File: config.mk
export PLATFORM = sky130hd
export DESIGN_NAME = cseg_mul
export DESIGN_NICKNAME = d
export VERILOG_FILES = /design/src/hdl/cseg_pkg.sv /design/src/hdl/cseg_mul.sv
export SDC_FILE = /design/constraint.sdc
export NUM_CORES = 2
export LEC_CHECK = 0
export ABC_AREA = 1
export ABC_CLOCK_PERIOD_IN_PS = 8200
export BUFFER_PORTS_ARGS = -buffer_cell sky130_fd_sc_hd__buf_2
export CAP_MARGIN = 20
export CORE_MARGIN = 4
export CORE_UTILIZATION = 40
export DETAILED_ROUTE_END_ITERATION = 8
export PLACE_DENSITY = 0.61
export SLEW_MARGIN = 10
export SYNTH_ARGS = -nofsm -noshare
export SYNTH_HDL_FRONTEND = slang
export SYNTH_SLANG_ARGS = --single-unit
File: constraint.sdc
create_clock -name clk -period 8.2 [get_ports clk]
set_input_delay 1.23 -clock clk [delete_from_list [all_inputs] [get_ports clk]]
set_output_delay 1.23 -clock clk [all_outputs]
set_load 0.02 [all_outputs]
File: src/hdl/cseg_pkg.sv
// Shared constants for the circle / segment intersection core.
// No dependencies; used by cseg_mul and circle_segment_intersection_core.
package cseg_pkg;

  // Width of one partial-product operand in the split multiplier
  localparam int MUL_CHUNK = 32;

  // Register stages from multiplier operands to product
  localparam int MUL_LAT = 4;

endpackage

File: src/hdl/cseg_mul.sv
// Pipelined signed multiplier built from MUL_CHUNK x MUL_CHUNK partial products.
// Depends on cseg_pkg. Registers operands, partial products, row sums and product in turn, advancing on en.
module cseg_mul #(
  parameter int AW = 33,
  parameter int BW = 33
) (
  input  logic            clk,
  input  logic            en,
  input  logic [AW-1:0]   a,
  input  logic [BW-1:0]   b,
  output logic [AW+BW-1:0] p
);

  localparam int CK = cseg_pkg::MUL_CHUNK;
  localparam int NA = (AW + CK - 1) / CK;
  localparam int NB = (BW + CK - 1) / CK;
  localparam int XA = NA * CK;
  localparam int XB = NB * CK;
  localparam int RW = XB + CK;
  localparam int SW = XA + XB;
  localparam int PW = AW + BW;

  logic [AW-1:0]     a_mag;
  logic [BW-1:0]     b_mag;
  logic [XA-1:0]     ma;
  logic [XB-1:0]     mb;
  logic              sg1, sg2, sg3;
  logic [2*CK-1:0]   pp [NA][NB];
  logic [RW-1:0]     row_next [NA];
  logic [RW-1:0]     row [NA];
  logic [SW-1:0]     sum;

  // operand magnitudes, sign handled separately
  assign a_mag = a[AW-1] ? (~a + AW'(1)) : a;
  assign b_mag = b[BW-1] ? (~b + BW'(1)) : b;

  // sum of each row of partial products
  always_comb begin
    for (int i = 0; i < NA; i++) begin
      row_next[i] = '0;
      for (int j = 0; j < NB; j++) begin
        row_next[i] = row_next[i] + (RW'(pp[i][j]) << (CK * j));
      end
    end
  end

  // final sum of the rows
  always_comb begin
    sum = '0;
    for (int i = 0; i < NA; i++) begin
      sum = sum + (SW'(row[i]) << (CK * i));
    end
  end

  always_ff @(posedge clk) begin
    if (en) begin
      ma  <= XA'(a_mag);
      mb  <= XB'(b_mag);
      sg1 <= a[AW-1] ^ b[BW-1];
      for (int i = 0; i < NA; i++) begin
        for (int j = 0; j < NB; j++) begin
          pp[i][j] <= (2*CK)'(ma[CK*i +: CK]) * (2*CK)'(mb[CK*j +: CK]);
        end
      end
      sg2 <= sg1;
      row <= row_next;
      sg3 <= sg2;
      p   <= PW'(sg3 ? (~sum + SW'(1)) : sum);
    end
  end

endmodule

==> summary.md <==
| Metric | Value |
|---|---|
| Clk slew on worst S/H paths | `60 ps` |
| Max-Cap Viols | `0` |
| Crit path arrival time | `8250 ps` |
| Drt first pass iters | `5` |
| DRC violations left | `0` |
| Mapped cell area | `0.0538 mm2` |
| Initial DRC Count | `2986` |
| Initial antenna violation count | `3` |
| Final hold viol count | `0` |
| Pin slew with the least headroom to its limit | `1110 ps` |
| CP required | `8540 ps` |
| Core area | `0.133 mm2` |
| Vias in the first global route | `43.1k` |
| Max H-tree Level | `2` |
| Max frequency | `126 MHz` |
| Port-buffer cells | `133` |
| Final period util | `96.4%` |
| Crit path launch | `mb[3]` |
| Leading area contributor after synthesis | `fa_1` |
| TritonCTS Buffers | `43` |
| Die area | `0.140 mm2` |
| Crit path launch type | `flop` |
| Dpl cells | `8287` |
| PostCTS Resize Cnt | `0` |
| Largest net degree at the start of global routing | `182` |
| Initial Util | `40.3%` |
| Worst reg-to-reg setup slack | `290 ps` |
| Final ANT Viol Nets | `0` |
| I/O pin cnt | `134` |
| Syn_nets | `7822` |
| Area growth syn-to-layout | `8.51%` |
| Row cnt | `134` |
| Grt ovf | `0` |
| Drt total wl | `150000 um` |
| Finished Layout Cells | `8366` |
| Worst-Skew Late Latency | `620 ps` |
| Synthesis Warnings | `0` |
| Status | `completed` |
| Via density | `4.85` |
| Fin Clk Skew | `25.7 ps` |
| FF+latch count, synth | `362` |
| TNS Setup | `0 ps` |
| Yosys top cell area share | `33.4%` |
| Fin nets | `7862` |
| Root Buffer | `clkbuf_16` |
| Distinct cells, synth | `44` |
| Crit path kind | `reg -> reg` |
| Fill count | `13.3k` |
| Clock Path Buffers | `3` |
| Post-CTS setup buffers | `0` |
| Gr usage total | `21.6%` |
| CP Capture Type | `flop` |
| Hold WC Path Type | `reg -> reg` |
| Sequential fraction of the synthesis area | `20.2%` |
| Hold_buf cts | `0` |
| Slew Limit Fails | `0` |
| Avg Cell Area, Syn | `8.24 um2` |
| Setup violators final | `0` |
| RSZ-0062 raised after global routing | `no` |
| Die height | `375 um` |
| RR Startpoint | `mb[3]` |
| Share of cells above drive strength 1 | `6.47%` |
| Drt wl/cell | `18.0 um` |
| Syn Inst Count | `6525` |
| Period minus WS final | `7910 ps` |
| Clk sinks | `362` |
| CP Capture Point | `pp[0][92]` |
| First-pass GRT wire length | `240000 um` |
| CTS tree | `built` |
| R2R depth | `26` |
| Worst Path Max Fanout | `21` |
| Dpl hpwl | `124000 um` |
| Top cells by area, synth | `fa_1 33%, edfxtp_1 20%, inv_1 13%` |
| DR vias | `40.6k` |
| Die X | `375 um` |
| Reg2Reg Capture Point | `pp[0][92]` |
| GPL Wtd Cong | `0.914` |
| Max_slew headroom | `26.0%` |
[flip-flops by register name, summed over array words and instances, names as in the netlist]
name,flops
pp,129
ma,33
p,66
mb,33
row,98
sg3,1
sg2,1
sg1,1
[worst max-delay path, cell delays in order, from the launching register on]
cell and delay [ps]:
edfxtp_1 920, buf_4 360, nand2_1 70, inv_1 80, fa_1 410, inv_1 80, fa_1 420, fa_1 500
fa_1 560, inv_1 50, fa_1 490, fa_1 500, fa_1 490, inv_1 50, fa_1 480, inv_1 50
ha_1 390, nand2_1 160, nor2_1 240, nand2_1 110, nor4_1 400, buf_4 210, nand3_1 100, nand3_1 250
nand2_1 90, nand3_1 110, xor2_1 80
[synthesized netlist by cell type, drive strengths merged]
| library cell | count |
|---|---|
| o21a | 6 |
| nor3 | 40 |
| clkbuf | 273 |
| nand4 | 26 |
| a21oi | 142 |
| a21boi | 4 |
| edfxtp | 362 |
| a221oi | 7 |
| o221ai | 1 |
| o21bai | 16 |
| a211oi | 2 |
| nor2 | 297 |
| fa | 898 |
| inv | 1877 |
| nand2 | 1717 |
| and3 | 8 |
| nor4 | 15 |
| and2 | 2 |
| o2111ai | 2 |
| o41ai | 2 |
| or2 | 2 |
| a41oi | 1 |
| xnor2 | 57 |
| a21o | 10 |
| xor2 | 154 |
| a31oi | 24 |
| nand3b | 12 |
| o31ai | 4 |
| o211ai | 6 |
| buf | 5 |
| o21ai | 101 |
| ha | 331 |
| nand3 | 121 |
[logic make-up after synthesis]
| family | Yosys count | synth area share, % |
|---|---|---|
| buf+inv | 2155 | 15.0 |
| xor+xnor | 211 | 3.44 |
| flops | 362 | 20.2 |
| fa+ha+maj | 1229 | 41.1 |
| simple gates | 2240 | 16.7 |
| compound gates | 328 | 3.45 |
[layout by cell type (no fill, tap or decap), drive strengths merged]
cell | Yosys | final
inv | 1877 | 1879
nand2 | 1717 | 1717
fa | 898 | 898
edfxtp | 362 | 362
ha | 331 | 331
nor2 | 297 | 297
buf | 5 | 273
xor2 | 154 | 154
a21oi | 142 | 142
nand3 | 121 | 121
o21ai | 101 | 101
xnor2 | 57 | 57
clkbuf | 273 | 43
nor3 | 40 | 40
nand4 | 26 | 26
a31oi | 24 | 24
clkinv | 0 | 19
o21bai | 16 | 16
nor4 | 15 | 15
nand3b | 12 | 12
a21o | 10 | 10
bufinv | 0 | 9
and3 | 8 | 8
a221oi | 7 | 7
o21a | 6 | 6
o211ai | 6 | 6
a21boi | 4 | 4
o31ai | 4 | 4
clkinvlp | 0 | 4
a211oi | 2 | 2
o2111ai | 2 | 2
or2 | 2 | 2
o41ai | 2 | 2
and2 | 2 | 2
diode | 0 | 1
o221ai | 1 | 1
a41oi | 1 | 1
[metrics by stage]
step / hold slack [ps] / worst slack [ps] / cell area, um2 / utilization, %
floorplan: 400 / 1600 / 53800 / -
global placement: 401 / 177 / 56800 / 42.6
detailed placement: 405 / 234 / 56800 / 42.6
CTS: 411 / 185 / 58400 / 43.7
global route: 422 / 51.4 / 58400 / 43.7
finish: 418 / 291 / 58400 / 43.7
[area by class of cell]
cell class / instances / area [um2] / share of cell area, %
diodes: 1 / 2.50 / 0.00429
inverters: 1877 / 7050 / 12.1
multi-input cells: 4008 / 34800 / 59.7
repair buffers: 273 / 1880 / 3.22
clock buffers: 43 / 1080 / 1.84
clock inverters: 34 / 454 / 0.778
flip-flops and latches: 362 / 10900 / 18.6
well taps: 1768 / 2210 / 3.79
[routing by layer]
layer | track usage [%] | part of all wire [%] | vias to the layer above
met5 | 0 | 0 | -
met1 | 30.2 | 44 | 19974
li1 | - | - | 18971
met2 | 34.7 | 45 | 1378
met3 | 4.16 | 7.9 | 270
met4 | 5.52 | 2.8 | 0
[how the worst min path moves through the flow]
| stage | startpoint | endpoint | cells past startpoint |
|---|---|---|---|
| final | pp[0][37] | row[100] | 0 |
| after global routing | pp[1][45] | row[12] | 0 |
| after CTS | pp[0][60] | row[123] | 0 |
| after detailed placement | pp[0][37] | row[100] | 0 |
| after global placement | pp[1][53] | row[20] | 0 |
| after floorplan | pp[1][33] | row[0] | 0 |
Power is left out: the tool's default activity adds up to more than one toggle a clock period on the data nets, which glitch-free logic cannot reach.
